==> src/rtl/sfb_pkg.sv <==
`timescale 1ns / 1ps
// ----------------------------------------------------------------------------
// Sprite frame blitter package
// Shared widths, register indexes, controller states and the command and
// status bundles between controller and datapath.
// ----------------------------------------------------------------------------
package sfb_pkg;

  localparam int COLOR_W     = 32;
  localparam int ADDR_W      = 17;
  localparam int FETCH_W     = 18;
  localparam int COORD_W     = 16;
  localparam int SCALE_W     = 4;
  localparam int DEST_W      = 10;
  localparam int BASE_W      = 16;
  localparam int STRIDE_W    = 11;
  localparam int FSIZE_W     = 7;
  localparam int CFG_DATA_W  = 16;
  localparam int CFG_IDX_W   = 3;
  localparam int ALPHA_SHIFT = 24;

  typedef enum logic [CFG_IDX_W-1:0] {
    CFG_DEST_X,
    CFG_DEST_Y,
    CFG_SRC_BASE,
    CFG_SHEET_WIDTH,
    CFG_FRAME_WIDTH,
    CFG_FRAME_HEIGHT,
    CFG_SCALE,
    CFG_MIRROR
  } cfg_idx_t;

  typedef enum logic [2:0] {
    ST_IDLE,
    ST_MUL,
    ST_SUM,
    ST_BASE,
    ST_EMIT
  } state_t;

  typedef struct packed {
    logic capture;
    logic mul;
    logic sum;
    logic base;
    logic step;
  } cmd_t;

  typedef struct packed {
    logic last;
  } status_t;

endpackage

==> src/rtl/sfb_if.sv <==
`timescale 1ns / 1ps
// ----------------------------------------------------------------------------
// Sprite frame blitter channels
// Valid/ready channels for source pixels and framebuffer results.
// ----------------------------------------------------------------------------
interface sfb_in_if;
  logic        valid;
  logic        ready;
  logic [31:0] pixel_color;

  modport source (output valid, output pixel_color, input ready);
  modport sink (input valid, input pixel_color, output ready);
endinterface

interface sfb_out_if;
  logic        valid;
  logic        ready;
  logic        write_enable;
  logic [16:0] pixel_address;
  logic [31:0] write_color;
  logic        last;
  logic [17:0] fetch_address;
  logic        frame_done;

  modport source (output valid, output write_enable, output pixel_address,
                  output write_color, output last, output fetch_address,
                  output frame_done, input ready);
  modport sink (input valid, input write_enable, input pixel_address,
                input write_color, input last, input fetch_address,
                input frame_done, output ready);
endinterface

==> src/rtl/sprite_frame_blitter_core.sv <==
`timescale 1ns / 1ps
// ----------------------------------------------------------------------------
// Sprite frame blitter
// Draws one sprite sheet frame, scaled and optionally mirrored, as a stream
// of framebuffer writes.
// ----------------------------------------------------------------------------
// Usage:
//   in_px carries one ARGB sheet pixel per item, row-major over the frame.
//   out_wr carries framebuffer results: a transparent pixel gives one result
//   with no write, an opaque one scale*scale results in row-major block
//   order; off-screen positions come out with write_enable low. Every
//   result carries the next sheet fetch index and the frame-done flag.
//   cfg_we/cfg_index/cfg_data write the setup registers while idle.
// Timing:
//   An input item is captured when accepted, then passes the multiply, sum
//   and row-base setup steps before its first result is valid; after that
//   one result per cycle while out_wr.ready is high. in_px.ready is high
//   only between items, so a new item is taken only after the last result.
// Reset: synchronous, active low; state to idle, setup registers to their
//   defaults and the source column and row counters to zero.
// Stall: with out_wr.ready low the current result holds unchanged.
// ----------------------------------------------------------------------------
module sprite_frame_blitter_core
  import sfb_pkg::*;
#(
  parameter int SCREEN_WIDTH   = 320,
  parameter int SCREEN_HEIGHT  = 240,
  parameter int MAX_FRAME_SIZE = 64,
  parameter int MAX_SCALE      = 8
) (
  input  logic                  clk,
  input  logic                  rst_n,
  sfb_in_if.sink                in_px,
  sfb_out_if.source             out_wr,
  input  logic                  cfg_we,
  input  logic [CFG_IDX_W-1:0]  cfg_index,
  input  logic [CFG_DATA_W-1:0] cfg_data
);

  cmd_t    cmd;
  status_t sts;

  sfb_ctrl u_ctrl (
    .clk      (clk),
    .rst_n    (rst_n),
    .in_valid (in_px.valid),
    .in_ready (in_px.ready),
    .out_valid(out_wr.valid),
    .out_ready(out_wr.ready),
    .sts      (sts),
    .cmd      (cmd)
  );

  sfb_dp #(
    .SCREEN_WIDTH  (SCREEN_WIDTH),
    .SCREEN_HEIGHT (SCREEN_HEIGHT),
    .MAX_FRAME_SIZE(MAX_FRAME_SIZE),
    .MAX_SCALE     (MAX_SCALE)
  ) u_dp (
    .clk          (clk),
    .rst_n        (rst_n),
    .cfg_we       (cfg_we),
    .cfg_index    (cfg_index),
    .cfg_data     (cfg_data),
    .cmd          (cmd),
    .sts          (sts),
    .pixel_color  (in_px.pixel_color),
    .write_enable (out_wr.write_enable),
    .pixel_address(out_wr.pixel_address),
    .write_color  (out_wr.write_color),
    .last         (out_wr.last),
    .fetch_address(out_wr.fetch_address),
    .frame_done   (out_wr.frame_done)
  );

endmodule

==> src/rtl/sfb_ctrl.sv <==
`timescale 1ns / 1ps
// ----------------------------------------------------------------------------
// Sprite frame blitter controller
// Sequences capture, two arithmetic steps, block setup and result emission.
// ----------------------------------------------------------------------------
module sfb_ctrl
  import sfb_pkg::*;
(
  input  logic    clk,
  input  logic    rst_n,
  input  logic    in_valid,
  output logic    in_ready,
  output logic    out_valid,
  input  logic    out_ready,
  input  status_t sts,
  output cmd_t    cmd
);

  state_t state_r;
  state_t state_nxt;

  always_ff @(posedge clk) begin
    if (!rst_n) begin
      state_r <= ST_IDLE;
    end else begin
      state_r <= state_nxt;
    end
  end

  always_comb begin
    state_nxt = state_r;
    unique case (state_r)
      ST_IDLE: begin
        if (in_valid) state_nxt = ST_MUL;
      end
      ST_MUL:  state_nxt = ST_SUM;
      ST_SUM:  state_nxt = ST_BASE;
      ST_BASE: state_nxt = ST_EMIT;
      ST_EMIT: begin
        if (out_ready && sts.last) state_nxt = ST_IDLE;
      end
      default: state_nxt = ST_IDLE;
    endcase
  end

  always_comb begin
    in_ready    = (state_r == ST_IDLE);
    out_valid   = (state_r == ST_EMIT);
    cmd.capture = (state_r == ST_IDLE) && in_valid;
    cmd.mul     = (state_r == ST_MUL);
    cmd.sum     = (state_r == ST_SUM);
    cmd.base    = (state_r == ST_BASE);
    cmd.step    = (state_r == ST_EMIT) && out_ready;
  end

endmodule

==> src/rtl/sfb_dp.sv <==
`timescale 1ns / 1ps
// ----------------------------------------------------------------------------
// Sprite frame blitter datapath
// Configuration registers, source counters, address arithmetic and the
// scale by scale block walker.
// ----------------------------------------------------------------------------
module sfb_dp
  import sfb_pkg::*;
#(
  parameter int SCREEN_WIDTH   = 320,
  parameter int SCREEN_HEIGHT  = 240,
  parameter int MAX_FRAME_SIZE = 64,
  parameter int MAX_SCALE      = 8
) (
  input  logic                  clk,
  input  logic                  rst_n,
  input  logic                  cfg_we,
  input  logic [CFG_IDX_W-1:0]  cfg_index,
  input  logic [CFG_DATA_W-1:0] cfg_data,
  input  cmd_t                  cmd,
  output status_t               sts,
  input  logic [COLOR_W-1:0]    pixel_color,
  output logic                  write_enable,
  output logic [ADDR_W-1:0]     pixel_address,
  output logic [COLOR_W-1:0]    write_color,
  output logic                  last,
  output logic [FETCH_W-1:0]    fetch_address,
  output logic                  frame_done
);

  localparam int CNT_W = $clog2(MAX_FRAME_SIZE + 1);
  localparam int PX_W  = CNT_W + SCALE_W;
  localparam int PF_W  = CNT_W + STRIDE_W;
  localparam logic [CNT_W:0] ONE_C = (CNT_W + 1)'(1);
  localparam logic signed [COORD_W-1:0] SW_S = COORD_W'(SCREEN_WIDTH);
  localparam logic signed [COORD_W-1:0] SH_S = COORD_W'(SCREEN_HEIGHT);
  localparam logic [ADDR_W-1:0] SW_A = ADDR_W'(SCREEN_WIDTH);

  logic [DEST_W-1:0]   dest_x_r, dest_y_r;
  logic [BASE_W-1:0]   src_base_r;
  logic [STRIDE_W-1:0] sheet_width_r;
  logic [FSIZE_W-1:0]  frame_width_r, frame_height_r;
  logic [SCALE_W-1:0]  scale_r;
  logic                mirror_r;

  always_ff @(posedge clk) begin
    if (!rst_n) begin
      dest_x_r       <= '0;
      dest_y_r       <= '0;
      src_base_r     <= '0;
      sheet_width_r  <= STRIDE_W'(1);
      frame_width_r  <= FSIZE_W'(16);
      frame_height_r <= FSIZE_W'(16);
      scale_r        <= SCALE_W'(1);
      mirror_r       <= 1'b0;
    end else if (cfg_we) begin
      unique case (cfg_idx_t'(cfg_index))
        CFG_DEST_X:       dest_x_r       <= cfg_data[DEST_W-1:0];
        CFG_DEST_Y:       dest_y_r       <= cfg_data[DEST_W-1:0];
        CFG_SRC_BASE:     src_base_r     <= cfg_data[BASE_W-1:0];
        CFG_SHEET_WIDTH:  sheet_width_r  <= cfg_data[STRIDE_W-1:0];
        CFG_FRAME_WIDTH:  frame_width_r  <= cfg_data[FSIZE_W-1:0];
        CFG_FRAME_HEIGHT: frame_height_r <= cfg_data[FSIZE_W-1:0];
        CFG_SCALE:        scale_r        <= cfg_data[SCALE_W-1:0];
        CFG_MIRROR:       mirror_r       <= cfg_data[0];
        default:          mirror_r       <= mirror_r;
      endcase
    end
  end

  // clamp frame size and scale
  logic [CNT_W-1:0]   fw, fh;
  logic [SCALE_W-1:0] s_eff;

  always_comb begin
    if (frame_width_r == '0) begin
      fw = CNT_W'(1);
    end else if (int'(frame_width_r) > MAX_FRAME_SIZE) begin
      fw = CNT_W'(MAX_FRAME_SIZE);
    end else begin
      fw = CNT_W'(frame_width_r);
    end
    if (frame_height_r == '0) begin
      fh = CNT_W'(1);
    end else if (int'(frame_height_r) > MAX_FRAME_SIZE) begin
      fh = CNT_W'(MAX_FRAME_SIZE);
    end else begin
      fh = CNT_W'(frame_height_r);
    end
    if (scale_r == '0) begin
      s_eff = SCALE_W'(1);
    end else if (int'(scale_r) > MAX_SCALE) begin
      s_eff = SCALE_W'(MAX_SCALE);
    end else begin
      s_eff = scale_r;
    end
  end

  // source counters
  logic [CNT_W-1:0] src_col_r, src_row_r;
  logic [CNT_W-1:0] col_r, row_r;
  logic             done_r;
  logic [CNT_W:0]   c0, r0, nc, nr, fw_x, fh_x;
  logic             done_c;

  always_comb begin
    fw_x   = {1'b0, fw};
    fh_x   = {1'b0, fh};
    c0     = {1'b0, src_col_r};
    r0     = {1'b0, src_row_r};
    if (c0 >= fw_x) begin
      c0 = '0;
      r0 = r0 + ONE_C;
    end
    if (r0 >= fh_x) r0 = '0;
    nc     = c0 + ONE_C;
    nr     = r0;
    done_c = 1'b0;
    if (nc >= fw_x) begin
      nc = '0;
      nr = r0 + ONE_C;
      if (nr >= fh_x) begin
        nr     = '0;
        done_c = 1'b1;
      end
    end
  end

  logic [COLOR_W-1:0] color_r;
  logic               opaque_r;

  always_ff @(posedge clk) begin
    if (!rst_n) begin
      src_col_r <= '0;
      src_row_r <= '0;
    end else if (cmd.capture) begin
      src_col_r <= nc[CNT_W-1:0];
      src_row_r <= nr[CNT_W-1:0];
    end
  end

  always_ff @(posedge clk) begin
    if (cmd.capture) begin
      col_r    <= c0[CNT_W-1:0];
      row_r    <= r0[CNT_W-1:0];
      done_r   <= done_c;
      color_r  <= pixel_color;
      opaque_r <= |pixel_color[COLOR_W-1:ALPHA_SHIFT];
    end
  end

  // products
  logic [CNT_W-1:0] dcol;
  logic [PX_W-1:0]  prodx_r, prody_r;
  logic [PF_W-1:0]  prodf_r;

  assign dcol = mirror_r ? (fw - CNT_W'(1) - col_r) : col_r;

  always_ff @(posedge clk) begin
    if (cmd.mul) begin
      prodx_r <= PX_W'(dcol) * PX_W'(s_eff);
      prody_r <= PX_W'(row_r) * PX_W'(s_eff);
      prodf_r <= PF_W'(src_row_r) * PF_W'(sheet_width_r);
    end
  end

  // block origin and fetch index
  logic signed [COORD_W-1:0] bx_r, by_r;
  logic [FETCH_W-1:0]        fetch_r;

  always_ff @(posedge clk) begin
    if (cmd.sum) begin
      bx_r    <= $signed({{(COORD_W-DEST_W){dest_x_r[DEST_W-1]}}, dest_x_r})
                 + $signed(COORD_W'(prodx_r));
      by_r    <= $signed({{(COORD_W-DEST_W){dest_y_r[DEST_W-1]}}, dest_y_r})
                 + $signed(COORD_W'(prody_r));
      fetch_r <= FETCH_W'(src_base_r) + FETCH_W'(prodf_r) + FETCH_W'(src_col_r);
    end
  end

  // block walker
  logic signed [2*COORD_W-1:0] ybase;
  logic [ADDR_W-1:0]           rowaddr_r, addr_r, rowaddr_nx;
  logic signed [COORD_W-1:0]   px_r, py_r;
  logic [SCALE_W-1:0]          sx_r, sy_r, s_last;
  logic                        row_end, on;

  assign ybase      = (2*COORD_W)'(by_r) * (2*COORD_W)'(SW_S);
  assign s_last     = s_eff - SCALE_W'(1);
  assign row_end    = (sx_r == s_last);
  assign rowaddr_nx = rowaddr_r + SW_A;

  always_ff @(posedge clk) begin
    if (cmd.base) begin
      rowaddr_r <= ADDR_W'(ybase);
      addr_r    <= ADDR_W'(ybase) + ADDR_W'(bx_r);
      px_r      <= bx_r;
      py_r      <= by_r;
      sx_r      <= '0;
      sy_r      <= '0;
    end else if (cmd.step) begin
      if (row_end) begin
        sx_r      <= '0;
        sy_r      <= sy_r + SCALE_W'(1);
        px_r      <= bx_r;
        py_r      <= py_r + COORD_W'(1);
        rowaddr_r <= rowaddr_nx;
        addr_r    <= rowaddr_nx + ADDR_W'(bx_r);
      end else begin
        sx_r   <= sx_r + SCALE_W'(1);
        px_r   <= px_r + COORD_W'(1);
        addr_r <= addr_r + ADDR_W'(1);
      end
    end
  end

  assign on = opaque_r && !px_r[COORD_W-1] && (px_r < SW_S)
              && !py_r[COORD_W-1] && (py_r < SH_S);

  assign sts.last      = !opaque_r || (row_end && (sy_r == s_last));
  assign write_enable  = on;
  assign pixel_address = on ? addr_r : '0;
  assign write_color   = on ? color_r : '0;
  assign last          = sts.last;
  assign fetch_address = fetch_r;
  assign frame_done    = done_r;

endmodule

==> src/flat_wrapper.sv <==
// flat-port wrapper written by rule: the top's interface ports become plain ports
module sprite_frame_blitter_core_flat import sfb_pkg::*;
#(
  parameter int SCREEN_WIDTH   = 320,
  parameter int SCREEN_HEIGHT  = 240,
  parameter int MAX_FRAME_SIZE = 64,
  parameter int MAX_SCALE      = 8
)
  (clk, rst_n, cfg_we, cfg_index, cfg_data, in_px_valid, in_px_pixel_color, in_px_ready, out_wr_valid, out_wr_write_enable, out_wr_pixel_address, out_wr_write_color, out_wr_last, out_wr_fetch_address, out_wr_frame_done, out_wr_ready);
  sfb_in_if in_px_i ();
  sfb_out_if out_wr_i ();
  input  logic clk;
  input  logic rst_n;
  input  logic cfg_we;
  input  logic [CFG_IDX_W-1:0] cfg_index;
  input  logic [CFG_DATA_W-1:0] cfg_data;
  input wire logic [$bits(in_px_i.valid)-1:0] in_px_valid;
  input wire logic [$bits(in_px_i.pixel_color)-1:0] in_px_pixel_color;
  output wire logic [$bits(in_px_i.ready)-1:0] in_px_ready;
  output wire logic [$bits(out_wr_i.valid)-1:0] out_wr_valid;
  output wire logic [$bits(out_wr_i.write_enable)-1:0] out_wr_write_enable;
  output wire logic [$bits(out_wr_i.pixel_address)-1:0] out_wr_pixel_address;
  output wire logic [$bits(out_wr_i.write_color)-1:0] out_wr_write_color;
  output wire logic [$bits(out_wr_i.last)-1:0] out_wr_last;
  output wire logic [$bits(out_wr_i.fetch_address)-1:0] out_wr_fetch_address;
  output wire logic [$bits(out_wr_i.frame_done)-1:0] out_wr_frame_done;
  input wire logic [$bits(out_wr_i.ready)-1:0] out_wr_ready;
  assign in_px_i.valid = in_px_valid;
  assign in_px_i.pixel_color = in_px_pixel_color;
  assign in_px_ready = in_px_i.ready;
  assign out_wr_valid = out_wr_i.valid;
  assign out_wr_write_enable = out_wr_i.write_enable;
  assign out_wr_pixel_address = out_wr_i.pixel_address;
  assign out_wr_write_color = out_wr_i.write_color;
  assign out_wr_last = out_wr_i.last;
  assign out_wr_fetch_address = out_wr_i.fetch_address;
  assign out_wr_frame_done = out_wr_i.frame_done;
  assign out_wr_i.ready = out_wr_ready;
  sprite_frame_blitter_core #(.SCREEN_WIDTH(SCREEN_WIDTH), .SCREEN_HEIGHT(SCREEN_HEIGHT), .MAX_FRAME_SIZE(MAX_FRAME_SIZE), .MAX_SCALE(MAX_SCALE)) u_core (.clk(clk), .rst_n(rst_n), .in_px(in_px_i), .out_wr(out_wr_i), .cfg_we(cfg_we), .cfg_index(cfg_index), .cfg_data(cfg_data));
endmodule
==> config.mk <==
export PLATFORM = sky130hd
export DESIGN_NAME = sprite_frame_blitter_core_flat
export DESIGN_NICKNAME = d
export VERILOG_FILES = /design/src/rtl/sfb_pkg.sv /design/src/rtl/sfb_if.sv /design/src/rtl/sprite_frame_blitter_core.sv /design/src/rtl/sfb_ctrl.sv /design/src/rtl/sfb_dp.sv /design/src/flat_wrapper.sv
export SDC_FILE = /design/constraint.sdc
export NUM_CORES = 1
export LEC_CHECK = 0
export BUFFER_PORTS_ARGS = -buffer_cell sky130_fd_sc_hd__buf_2
export CAP_MARGIN = 20
export CORE_ASPECT_RATIO = 2
export CORE_MARGIN = 1.5
export CORE_UTILIZATION = 62
export DETAILED_ROUTE_END_ITERATION = 10
export PLACE_DENSITY_LB_ADDON = 0.05
export SLEW_MARGIN = 0
export SYNTH_ARGS = -nofsm -noshare
export SYNTH_HDL_FRONTEND = slang
export SYNTH_SLANG_ARGS = --single-unit
==> constraint.sdc <==
create_clock -name clk -period 6.3 [get_ports clk]
set_clock_uncertainty 0.2 [all_clocks]
set_input_delay 1.26 -clock clk [delete_from_list [all_inputs] [get_ports clk]]
set_output_delay 1.26 -clock clk [all_outputs]
set_load 0.1 [all_outputs]
# == Word level (Yosys, flattened, before mapping) ==
# Index checks and enable logic that the tools add are counted.
# totals
regBits,289
inputBits,56
output_inout_bits,72
word_cells,138
# classes
n_addsub,18
n_mul,4
magnitude_cmp,9
eq_ne,15
n_mux,32
reduce_logical,31
# op_table
cell,n
$mux W17,7
$mux W16,6
$mux W7,9
$add A16 B2 Y16 const B,2
$mux W32,1
$add A10 B12 Y13,2
$ge A8 B7 Y1,3
$mul A7 B4 Y11,2
$reduce_and A2 Y1,11
$add A16 B18 Y18,1
$add A18 B7 Y18,1
$mul A7 B11 Y18,1
$add A17 B1 Y17 const B,1
$add A17 B13 Y17,1
$add A17 B17 Y17,1
$add A17 B9 Y17 const B,1
$add A7 B1 Y8 const B,2
$lt A16 B10 Y1 const B,1
$lt A16 B9 Y1 const B,1
$mux W8,2
$eq A3 B3 Y1 const B,5
$pmux W3 S5,1
$gt A7 B7 Y1 const B,2
$logic_not A7 Y1,2
23 further kinds,43

# == Longest topological paths before layout ==
# Gate-level depths: netlist (run 1).
# logic_depth
ltp_word,11
mapped_depth,27
depth_no_buf,26

# == Cells and area by module ==
# Synthesis (run 1) repeated with hierarchy kept, for this count alone.
# unflattened
hier_cells,2084
area_unflattened_um2,20166.8
# modules_own_cells
module,instances,cells_each,area_each_um2,seq_area_each_um2
sfb_dp,1,2066,20001.7,7527.2
sfb_ctrl,1,18,165.2,60.1

# == Worst setup path after synthesis (run 1) ==
# OpenSTA, ideal clock, no wires.
# synth_timing
kind,register -> register
startpoint,reg u_core.u_ctrl.state_r[0]
endpoint,reg u_core.u_dp.py_r[0] (enable)
setup_time_ns,0.456
arrival_time_ns,5.470
required_time_ns,5.644
path_slack_ns,0.174
path_stages_with_launch,5
n_path_buf,1
synth_period_minus_slack_ns,6.126
path_cell_list,dfxtp_1 > clkbuf_1 > nor3b_1 > nand2_1 > o21ai_0
# synth_via
elab_chain_cells,4
elab_cells_between_ends,6
cone_classes,2 x eq/ne; 4 x reduce/logical
# synth_lines
item,line,source
from (decl),sfb_ctrl.sv:19,state_t state_r;
from (signal assigned),sfb_ctrl.sv:26,state_r <= state_nxt;
$eq A3 B3 Y1,--,
named net out_wr_valid,flat_wrapper.sv:20,output wire logic [$bits(out_wr_i.valid)-1:0] out_wr_valid;
$logic_and A1 B1 Y1,sfb_ctrl.sv:53,cmd.step = (state_r == ST_EMIT) && out_ready;
$reduce_bool A2 Y1 (no line),--,
$reduce_and A2 Y1 (no line),--,
to (signal assigned),sfb_dp.sv:198,py_r <= by_r;
to (signal assigned),sfb_dp.sv:206,py_r <= py_r + COORD_W'(1);
to (decl),sfb_dp.sv:184,"logic signed [COORD_W-1:0] px_r, py_r;"
# The timed path passes the listed nets, and every way through them passes these cells.
# A chain may end at the register's enable or synchronous reset.

# == Worst setup path in the final report (run 1) ==
# layout_timing
startpoint,reg u_core.u_dp.frame_width_r[1]
endpoint,reg u_core.u_dp.src_row_r[3]
# layout_via
elab_chain_cells,11
elab_cells_between_ends,15
cone_classes,2 x add/sub; 5 x order compare; 7 x mux; 1 x reduce/logical
# layout_lines
item,line,source
from (decl),sfb_dp.sv:42,"logic [FSIZE_W-1:0] frame_width_r, frame_height_r;"
from (signal assigned),sfb_dp.sv:62,CFG_FRAME_WIDTH: frame_width_r <= cfg_data[FSIZE_W-1:0];
$gt A7 B7 Y1,sfb_dp.sv:78,end else if (int'(frame_width_r) > MAX_FRAME_SIZE) begin
$mux W7,sfb_dp.sv:78,
$mux W7 *,sfb_dp.sv:76,if (frame_width_r == '0) begin
$ge A7 B7 Y1 *,sfb_dp.sv:111,if (c0 >= fw_x) begin
$mux W8 *,sfb_dp.sv:111,
$ge A8 B7 Y1,sfb_dp.sv:115,if (r0 >= fh_x) r0 = '0;
$mux W8 *,sfb_dp.sv:115,
named net u_core.u_dp.r0[1],sfb_dp.sv:103,"logic [CNT_W:0] c0, r0, nc, nr, fw_x, fh_x;"
$add A8 B1 Y8 *,sfb_dp.sv:121,nr = r0 + ONE_C;
$ge A8 B7 Y1,sfb_dp.sv:122,if (nr >= fh_x) begin
$mux W7 *,sfb_dp.sv:122,
$mux W7 *,sfb_dp.sv:119,if (nc >= fw_x) begin
to (signal assigned),sfb_dp.sv:138,src_row_r <= nr[CNT_W-1:0];
to (decl),sfb_dp.sv:100,"logic [CNT_W-1:0] src_col_r, src_row_r;"
# Mark *: on every way through the listed nets, which the timed path passes. The rest lies on a longest branch.

==> results of run 1 <==
placed cells by master (no fill, tap or decap), types with 8 or more instances in the layout:
cell       synthesis  layout
a21boi_0          60      60
a21o_1            20      20
a21oi_1          103     103
and2_1           111     111
and3_1            11      11
buf_2              8     128
buf_4              0      32
clkbuf_16          0      28
dfxtp_1           91      91
edfxtp_1         192     192
fa_1              78      78
ha_1             193     193
inv_1            155     154
mux2i_1           20      20
nand2_1          316     316
nand2b_1          19      19
nand3_1           57      57
nand4_1           14      14
nor2_1           117     117
nor2b_1           34      34
nor3_1            29      28
nor4_1             8       8
o211ai_1          12      12
o21a_1            11      11
o21ai_0           72      71
o21ai_1           11      11
o21bai_1          12      12
o31ai_1            8       8
xnor2_1           99      99
xor2_1            58      58
what timing repair did:
item | 4_1_cts | 5_1_grt
gates resized for setup | 0 | 1
buffers inserted | 0 | 5
endpoints found under the setup margin | 0 | 7
sequential cells by signal, summed over array words and instances (netlist names), 10 cells and up:
| name | cells |
|---|---|
| u_core.u_dp.dest_y_r | 10 |
| u_core.u_dp.color_r | 32 |
| u_core.u_dp.addr_r | 17 |
| u_core.u_dp.rowaddr_r | 11 |
| u_core.u_dp.dest_x_r | 10 |
| u_core.u_dp.py_r | 16 |
| u_core.u_dp.prodf_r | 18 |
| u_core.u_dp.sheet_width_r | 11 |
| u_core.u_dp.src_base_r | 16 |
| u_core.u_dp.fetch_address | 18 |
| u_core.u_dp.bx_r | 13 |
| u_core.u_dp.px_r | 16 |
| u_core.u_dp.by_r | 13 |
| u_core.u_dp.prodx_r | 11 |
| u_core.u_dp.prody_r | 11 |
worst max-delay path by stage:
stage | startpoint | slack, ns | cells past startpoint | end
3_3_place_gp | u_core.u_dp.frame_width_r[1] | 0.40 | 26 | u_core.u_dp.src_row_r[3]
2_1_floorplan | u_core.u_ctrl.state_r[0] | 0.17 | 4 | u_core.u_dp.py_r[0]
4_1_cts | u_core.u_dp.frame_width_r[1] | 0.25 | 25 | u_core.u_dp.src_row_r[3]
6_report | u_core.u_dp.frame_width_r[1] | 0.48 | 26 | u_core.u_dp.src_row_r[3]
5_1_grt | u_core.u_dp.frame_width_r[1] | 0.06 | 26 | u_core.u_dp.src_row_r[3]
3_5_place_dp | u_core.u_dp.frame_width_r[1] | 0.28 | 25 | u_core.u_dp.src_row_r[3]
per-layer routing:
| metal | track usage [%] | wire [um] | up-vias |
|---|---|---|---|
| li1 | - | - | 7388 |
| met1 | 25.7 | 15600 | 7401 |
| met2 | 60.7 | 28700 | 319 |
| met3 | 3.15 | 1550 | 160 |
| met4 | 18.0 | 3200 | 0 |
| met5 | 0 | 0 | - |
report_power, final:
part           internal (mW)  switching (mW)
sequential              2.16           0.115
clock                  0.860           0.742
combinational          0.432           0.740
total                   3.46            1.60
area by class of cell:
type / count / area (um^2) / area share, %
multi-input cells: 1573 / 11700 / 52.8
flip-flops and latches: 283 / 7590 / 34.2
repair buffers: 161 / 901 / 4.06
clock buffers: 34 / 753 / 3.40
inverters: 157 / 589 / 2.66
well taps: 427 / 534 / 2.41
clock inverters: 15 / 108 / 0.485
diodes: 1 / 2.50 / 0.0113
tightest hold or removal path, stage by stage (launching register included):
cell and delay [ns]:
dfxtp_1 0.31, nand2_1 0.05, a21boi_0 0.07
through the flow:
| step | area, um^2 | power [mW] |
|---|---|---|
| final | 22200 | 5.05 |
| after global routing | 22200 | 5.28 |
| after CTS | 22100 | 5.08 |
| after detailed placement | 21300 | 3.48 |
| after global placement | 21200 | 3.44 |
| after floorplan | 20100 | 3.16 |
kinds of logic (layout without fill, tap and decap cells):
family | Yosys count | after routing | synth area share [%]
simple gates | 757 | 757 | 18.0
other cells | 0 | 1 | 0
mux | 21 | 21 | 1.05
buf+inv | 227 | 367 | 4.33
fa+ha+maj | 271 | 271 | 19.8
compound gates | 366 | 366 | 12.1
flops | 283 | 283 | 37.7
xor+xnor | 158 | 158 | 6.95
==> summary.txt, run 1 <==
Floorplanning
  – Core area: approximately 32000 um^2
  – Row count: slightly above 90
  – Starting density of the core: 62.6%
  – I/O pin count: ~130
  – Die area: 33600 um^2
  – Die width: about 130 um
  – Die H: 258 um

Setup path
  – FF-to-FF End: u_core.u_dp.src_row_r[3]
  – Crit Path Class: reg -> reg
  – Critical Path End Type: flop
  – CP arrival: between 6 and 7 ns
  – Crit path largest cell delay: between 0.3 and 0.4 ns
  – Buffers and inverters on the worst path: 2
  – Family with the most delay on the worst path: compound AO/OA/AOI/OAI gates
  – Most used cell, CP: ha_1
  – Startpoint Class: flop
  – FF-to-FF setup slack: 0.48 ns
  – Critical path data required time: approximately 6.6 ns
  – CP max-delay cell: o221a_4
  – Reg2Reg Depth: 26
  – Critical path fanouts, max: 15
  – Worst r2r src: u_core.u_dp.frame_width_r[1]

Synth
  – EDFF count, synth: about 190
  – Area share of the largest cell type after synthesis: between 20% and 30%
  – Syn nets: roughly 2400
  – Ys async rst share: 0%
  – Count leader, synth: nand2_1
  – Post-synth top area cell: edfxtp_1
  – Top cells by count, synth: 316 x nand2_1, 193 x ha_1, 192 x edfxtp_1
  – Synth Flop Type: edfxtp_1
  – Yosys warns: 0
  – Top post-synthesis cells by area: edfxtp_1 29%, ha_1 12%, dfxtp_1 9.1%
  – Cells after synthesis: 2083
  – Synth cell types: 86
  – Post-Syn Area: slightly above 20000 um^2
  – Sequential area share after synthesis: between 30% and 40%
  – Syn_area_per_cell: around 9.7 um^2
  – Yosys reg bits: approximately 280

Place
  – Post-detail-place hpwl: approximately 39 mm
  – Setup Slack @ Placement: 0.279 ns
  – Port bufs: around 130
  – Placer congestion estimate: ~0.95
  – Post-Place Cells: 2595

Worst hold path
  – Hold crit path type: reg -> reg
  – Worst Hold Depth: 2
  – Hold path endpoint: u_core.u_dp.dest_y_r[6]
  – Hold Crit Start: u_core.u_dp.dest_y_r[6]

Detailed routing
  – DRT iter0 DRCs: just over 600
  – Vias per inst: 5.76
  – DRT antenna net count: 0
  – DR WL/cell: roughly 19 um
  – Vias after detailed routing: 15300
  – Pre-Repair DR Iteration Count: 5
  – DRC: 0
  – Routed WL: 49.1 mm

Global routing
  – Initial antenna violation count: 1
  – Global-route wire length before repair: 76.8 mm
  – Number of global-route vias before repair: around 16000
  – Total GRT Usage: around 30%
  – Overflow after GRT: 0
  – Largest net degree at the start of global routing: between 80 and 90

STA
  – Unrepaired setup endpoints after global routing: no
  – Worst hold slack: about 0.27 ns
  – Setup TNS: 0 ns
  – Fmax: 172 MHz
  – Slew headroom: between 30% and 40%
  – Final period util: about 92%
  – Worst setup margin: roughly 0.48 ns
  – Actual slew at the worst max-slew pin: 1.01 ns
  – Post-route minimum period: 5.82 ns
  – Final hold violation count: 0
  – Max Slew Vio Count: 0
  – Final Setup Violations: 0

CTS
  – CTS Hold Bufs: 0
  – Root Driver: clkbuf_16
  – Clock latency at the later pin of the worst-skew pair: roughly 0.55 ns
  – H-tree levels: 1
  – Total CTS buffers: 27
  – Worst-path clk slew: 0.07 ns
  – Clk sinks: between 200 and 300
  – Clock Path Buffers: 3
  – CTS tree: done

Final layout
  – Final core utilization: 69.0%
  – Area Growth Syn to Fin: 10.2%
  – Fill cells: ~2600
  – Share of cells above drive strength 1: a little over a tenth
  – Final non-filler cell total: 2651
  – Nets: between 2000 and 3000

Outcome
  – Status: complete, no violations

Pwr
  – Pwr dens: roughly 230 nW/um^2
  – Leakage: ~9.6 nW
  – Worst ir drop on vdd: ~0.25 mV

Job
  – Max cap viols: 0
No activity file was read; power rests on OpenSTA's default activity.
==> run 2, diff against run 1 <==
--- a/config.mk
+++ b/config.mk
@@ -11,7 +11,7 @@
 export CORE_MARGIN = 1.5
 export CORE_UTILIZATION = 62
 export DETAILED_ROUTE_END_ITERATION = 10
-export PLACE_DENSITY_LB_ADDON = 0.05
+export PLACE_DENSITY = 0.81
 export SLEW_MARGIN = 0
 export SYNTH_ARGS = -nofsm -noshare
 export SYNTH_HDL_FRONTEND = slang
==> run 2 against run 1 <==
  * Non-clock buffer count decreased by 5
  * Sequential power hardly changed
  * Design area up 0.17%
  * Total power is 3.1% higher
  * Worst hold slack worse by 0.0022 ns
  * Maximum frequency is 0.89% higher
  * Sequential cell count unchanged
  * Critical path depth grew 2
  * First-iteration DRC count up 14%
  * Wire length decreased by 1.4%
==> summary.txt, run 2 (same netlist as run 1, synthesis figures left out) <==
Outcome
  – Status: complete, no violations

Setup path
  – CP arrival: between 6 and 7 ns
  – Critical path data required time: around 6.6 ns
  – CP max-delay cell: dfxtp_1
  – Most used cell, CP: ha_1
  – Worst r2r src: u_core.u_dp.frame_width_r[1]
  – Startpoint Class: flop
  – Critical Path End Type: flop
  – Crit Path Class: reg -> reg
  – Critical path fanouts, max: 11
  – Crit path largest cell delay: about 0.33 ns
  – FF-to-FF End: u_core.u_dp.src_row_r[3]
  – Reg2Reg Depth: 28
  – FF-to-FF setup slack: between 0.5 and 0.6 ns

Floorplanning
  – Die H: around 260 um
  – Die area: around 34000 um^2
  – Starting density of the core: between 60% and 70%
  – Core area: about 32000 um^2
  – Row count: 93
  – Die width: 130 um
  – I/O pin count: about 130

Final layout
  – Area Growth Syn to Fin: 10.4%
  – Sequential Area: approximately 7600 um^2
  – Max reg flops: 32
  – Finished Cell Area: approximately 22000 um^2
  – Top reg by flops: u_core.u_dp.color_r
  – Share of cells above drive strength 1: about 11%
  – Nets: about 2500
  – Most common cell after layout, fill and taps aside: nand2_1
  – Final non-filler cell total: 2645
  – Footprint of the multi-input gates: 11700 um^2
  – Ant diodes: 0
  – Fill cells: between 2000 and 2500
  – Most frequent cells in the layout: 316 x nand2_1, 193 x ha_1, 192 x edfxtp_1

Pwr
  – Pwr dens: between 200 and 250 nW/um^2
  – Cell internal pwr: between 3 and 4 mW
  – Combinational power share: between 20% and 30%
  – Sw Ratio: about 30%
  – Clock network power share: 33.3%
  – Leakage: 9.60 nW
  – Sw Pwr: roughly 1.6 mW
  – Worst ir drop on vdd: between 0.2 and 0.25 mV
  – Power share of the sequential group: around 44%

STA
  – Slew headroom: between 20% and 30%
  – Unrepaired setup endpoints after global routing: no
  – Max Slew Vio Count: 0
  – Final hold violation count: 0
  – Actual slew at the worst max-slew pin: between 1 and 1.5 ns
  – Fmax: about 170 MHz
  – Final Setup Violations: 0
  – Setup TNS: 0 ns
  – Final period util: 91.5%
  – Worst setup margin: 0.535 ns
  – Post-route minimum period: a little under 6 ns

Global routing
  – Number of global-route vias before repair: 16100
  – Largest net degree at the start of global routing: 84
  – Most used routing layer: met2
  – Overflow after GRT: 0
  – Initial antenna violation count: 0
  – Met3 global-route usage: roughly 3%
  – Global-route wire length before repair: 76.5 mm
  – GR Util met1: around a quarter
  – Total GRT Usage: 29.2%
  – GR Layer Usage met2: between 50% and 60%

Detailed routing
  – DRT iter0 DRCs: 688
  – DRC: 0
  – Routed WL: just under 50 mm
  – Vias per inst: between 5 and 6
  – Vias after detailed routing: about 15000
  – Pre-Repair DR Iteration Count: 7
  – DR WL/cell: between 15 and 20 um
  – DRT antenna net count: 0

CTS
  – Post-CTS Setup Bufs: 0
  – CTS tree: done
  – Clk sinks: between 200 and 300
  – Worst-path clk slew: roughly 0.070 ns
  – Clock Path Buffers: 3
  – H-tree levels: 1
  – Clock latency at the later pin of the worst-skew pair: approximately 0.56 ns
  – Root Driver: clkbuf_16
  – Total CTS buffers: 27

Place
  – Placer congestion estimate: between 0.8 and 0.9
  – Post-detail-place hpwl: between 30 and 40 mm
  – Post-place instance area: between 20000 and 25000 um^2
  – Post-Place Cells: between 2000 and 3000
  – Setup Slack @ Placement: around 0.42 ns
  – Port bufs: between 100 and 150

Job
  – Max cap viols: 0

Worst hold path
  – Hold crit path type: reg -> reg
  – Hold path endpoint: u_core.u_dp.dest_x_r[5]
  – Worst Hold Depth: 2
  – Hold Crit Start: u_core.u_dp.dest_x_r[5]
-- run 2: changes by cell type in the layout (fill, tap and decap cells not counted), moves of 2 or more --
cell | before | now
clkbuf_16 | 28 | 30
clkinv_4 | 4 | 1
bufinv_16 | 0 | 2
clkbuf_8 | 3 | 5
buf_4 | 32 | 29
-- run 2: routing by layer --
metal / vias to the layer above / share of wire (%)
li1: 7392 / -
met4: 0 / 6.9
met3: 176 / 3.3
met2: 401 / 57
met5: - / 0
met1: 7401 / 33
-- run 2: how the worst max path moves through the flow --
stage,depth (start not counted),end,startpoint
global placement,25,u_core.u_dp.src_row_r[3],u_core.u_dp.frame_width_r[1]
finish,28,u_core.u_dp.src_row_r[3],u_core.u_dp.frame_width_r[1]
detailed placement,26,u_core.u_dp.src_row_r[3],u_core.u_dp.frame_width_r[1]
CTS,26,u_core.u_dp.src_row_r[3],u_core.u_dp.frame_width_r[1]
global route,28,u_core.u_dp.src_row_r[3],u_core.u_dp.frame_width_r[1]
floorplan,4,u_core.u_dp.py_r[0],u_core.u_ctrl.state_r[0]
-- run 2: area by class of cell --
type / instances / share of cell area (%)
Tap cell: 427 / 2.41
Clock buffer: 37 / 3.72
Sequential cell: 283 / 34.2
Multi-Input combinational cell: 1573 / 52.6
Clock inverter: 12 / 0.569
Timing Repair Buffer: 156 / 3.84
Inverter: 157 / 2.65
-- run 2: repair_timing --
action	4_1_cts	5_1_grt
hold buffers	0	0
gates resized for setup	0	2
endpoints found under the setup margin	0	4
-- run 2: power groups by stage --
stage / clock (mW) / combinational [mW] / sequential [mW]
finish: 1.73 / 1.21 / 2.27
global route: 1.81 / 1.32 / 2.28
CTS: 1.75 / 1.20 / 2.26
detailed placement: 0 / 1.19 / 2.30
global placement: 0 / 1.16 / 2.30
floorplan: 0 / 0.824 / 2.33
-- run 2: worst max-delay path, delay by kind of cell, from the launching register on --
kind	cells	cell delay, ns
AND/OR/NAND/NOR	8	1.35
AO/OA/AOI/OAI	13	2.44
adder cells (fa/ha/maj)	4	0.96
flip-flops	1	0.33
buffers and inverters	3	0.40
-- run 2: through the flow --
step | total power, mW | utilization, % | hold slack (ns)
finish | 5.21 | 69.2 | 0.273
global route | 5.42 | 69.2 | 0.295
CTS | 5.22 | 69.1 | 0.273
detailed placement | 3.50 | 66.2 | 0.264
global placement | 3.46 | 66.2 | 0.257
floorplan | 3.16 | - | 0.243
==> run 3, diff against run 2 <==
--- a/config.mk
+++ b/config.mk
@@ -9,9 +9,11 @@
 export CAP_MARGIN = 20
 export CORE_ASPECT_RATIO = 2
 export CORE_MARGIN = 1.5
-export CORE_UTILIZATION = 62
+export CORE_UTILIZATION = 64
+export CTS_BUF_LIST = sky130_fd_sc_hd__clkbuf_4 sky130_fd_sc_hd__clkbuf_8
 export DETAILED_ROUTE_END_ITERATION = 10
-export PLACE_DENSITY = 0.81
+export MAX_ROUTING_LAYER = met4
+export PLACE_DENSITY = 0.83
 export SLEW_MARGIN = 0
 export SYNTH_ARGS = -nofsm -noshare
 export SYNTH_HDL_FRONTEND = slang
==> run 3 against run 2 <==
  * Critical path depth fell by 2
  * Worst setup slack got worse by 0.19 ns
  * Clock power fell by 5%
  * Via count rose by 1.0%
  * Non-clock buffer count fell by 1
  * Sequential share of layout area rose by 0.087 points
  * First-iteration DRC count rose by 2.6%
==> summary.txt, run 3 (same netlist as run 1, synthesis figures left out) <==
Detailed routing
  – DRC: 0
  – DRT iter0 DRCs: around 700
  – Vias per inst: 5.83
  – Vias after detailed routing: roughly 16000
  – Pre-Repair DR Iteration Count: 5
  – DR WL/cell: 18.5 um
  – DRT antenna net count: 0
  – Routed WL: roughly 49 mm

STA
  – Final period util: ~94%
  – Final hold violation count: 0
  – Max Slew Vio Count: 0
  – Fmax: 168 MHz
  – Post-route minimum period: slightly below 6 ns
  – Setup TNS: 0 ns
  – Slew headroom: roughly 43%
  – Actual slew at the worst max-slew pin: 0.851 ns
  – Final Setup Violations: 0
  – Unrepaired setup endpoints after global routing: no

Setup path
  – Buffers and inverters on the worst path: 1
  – Startpoint Class: flop
  – Critical path fanouts, max: 12
  – Most used cell, CP: ha_1
  – CP arrival: ~6.3 ns
  – Critical Path End Type: flop
  – Critical path data required time: ~6.6 ns
  – Family with the most delay on the worst path: compound AO/OA/AOI/OAI gates
  – Crit Path Class: reg -> reg
  – CP max-delay cell: o221a_4
  – Crit path largest cell delay: 0.34 ns

CTS
  – Clock Path Buffers: 3
  – Clk sinks: approximately 280
  – Post-CTS Setup Bufs: 0
  – H-tree levels: 2
  – Root Driver: clkbuf_8
  – Worst-path clk slew: approximately 0.070 ns
  – CTS tree: done
  – Total CTS buffers: 42
  – Clock latency at the later pin of the worst-skew pair: between 0.5 and 0.6 ns

Place
  – Post-detail-place hpwl: between 30 and 40 mm
  – Port bufs: ~130
  – Post-place instance area: roughly 21000 um^2
  – Placer congestion estimate: 0.965

Floorplanning
  – Die width: 128 um
  – Row count: between 90 and 100
  – Core area: 30900 um^2
  – Die H: between 200 and 300 um
  – I/O pin count: around 130
  – Starting density of the core: 65.2%
  – Die area: roughly 33000 um^2

Outcome
  – Status: complete, no violations

Final layout
  – Area Growth Syn to Fin: 10.1%
  – Most common cell after layout, fill and taps aside: nand2_1
  – Share of cells above drive strength 1: around an eighth
  – Most frequent cells in the layout: 316 x nand2_1, 193 x ha_1, 192 x edfxtp_1
  – Max reg flops: 32
  – Top reg by flops: u_core.u_dp.color_r
  – Finished Cell Area: approximately 22000 um^2
  – Nets: 2539

Global routing
  – Total GRT Usage: between 30% and 40%
  – Largest net degree at the start of global routing: 75
  – Most used routing layer: met2
  – Met3 global-route usage: about 3.7%
  – Global-route wire length before repair: between 70 and 80 mm
  – Number of global-route vias before repair: about 16000
  – Initial antenna violation count: 1
  – GR Layer Usage met2: roughly 62%
  – GR Util met1: between 20% and 30%
  – Overflow after GRT: 0

Worst hold path
  – Hold crit path type: reg -> reg

Job
  – Max cap viols: 0

Pwr
  – Leakage: a little under 10 nW
  – Worst ir drop on vdd: ~0.17 mV
  – Pwr dens: 231 nW/um^2
-- run 3: final cells by class --
class,instances,area (um^2)
sequential,283,7590
tap,418,523
multi-input combinational,1573,11700
fill,2291,8700
inverter,157,589
antenna,1,2.50
clock buffer,65,788
clock inverter,13,124
timing repair buffer,155,850
-- run 3: where the power goes --
part / switching, mW / internal, mW / leakage, nW / total (mW)
Clock: 0.755 / 0.886 / 0.479 / 1.64
Combinational: 0.782 / 0.433 / 6.60 / 1.21
Sequential: 0.105 / 2.16 / 2.52 / 2.27
Total: 1.64 / 3.48 / 9.60 / 5.12
-- run 3: worst reg2reg max path, cell delays in order, from the launching register on --
cell,delay [ns]
dfxtp_1,0.33
nor3_1,0.20
a21oi_1,0.10
nor2_1,0.23
ha_1,0.28
nand2b_1,0.15
a31oi_2,0.26
o221a_4,0.34
nor3_1,0.11
nor2_1,0.20
inv_1,0.07
ha_1,0.30
o21ai_0,0.08
a21oi_1,0.11
o32ai_2,0.33
nand2b_1,0.16
nor2_1,0.22
ha_1,0.28
o2111ai_2,0.19
o21a_1,0.26
or2_1,0.24
ha_1,0.29
a21o_1,0.18
a31o_2,0.26
a31oi_4,0.25
a32oi_1,0.14
a21oi_1,0.14
-- run 3: metal layers --
layer  part of all wire, %  up-vias
met4                   6.8        0
met2                    57      444
li1                      -     7420
met1                    32     7469
met3                   3.9      196
met5                     0        -
-- run 3: path summary, 6_finish.rpt --
path / cells after the start / startpoint / end / slack (ns)
max: 26 / u_core.u_dp.frame_width_r[1] / u_core.u_dp.src_row_r[3] / 0.35
min: 2 / u_core.u_dp.frame_height_r[0] / u_core.u_dp.frame_height_r[0] / 0.27
max reg2reg: 26 / u_core.u_dp.frame_width_r[1] / u_core.u_dp.src_row_r[3] / 0.35
min reg2reg: 2 / u_core.u_dp.frame_height_r[0] / u_core.u_dp.frame_height_r[0] / 0.27
-- run 3: timing repair --
action	CTS	global route
hold buffers	0	0
endpoints found under the hold margin	0	0
resized for setup	0	1
endpoints found under the setup margin	0	7
-- run 3: through the flow --
step	cells	setup WS (ns)	utilization, %	hold WS [ns]	total power [mW]
final	2665	0.347	71.8	0.265	5.12
after global routing	2665	0.00683	71.8	0.288	5.35
after CTS	2662	0.245	71.7	0.267	5.14
after detailed placement	2584	0.290	68.7	0.259	3.50
after global placement	2584	0.403	68.7	0.257	3.46
after floorplan	2083	0.174	-	0.243	3.16
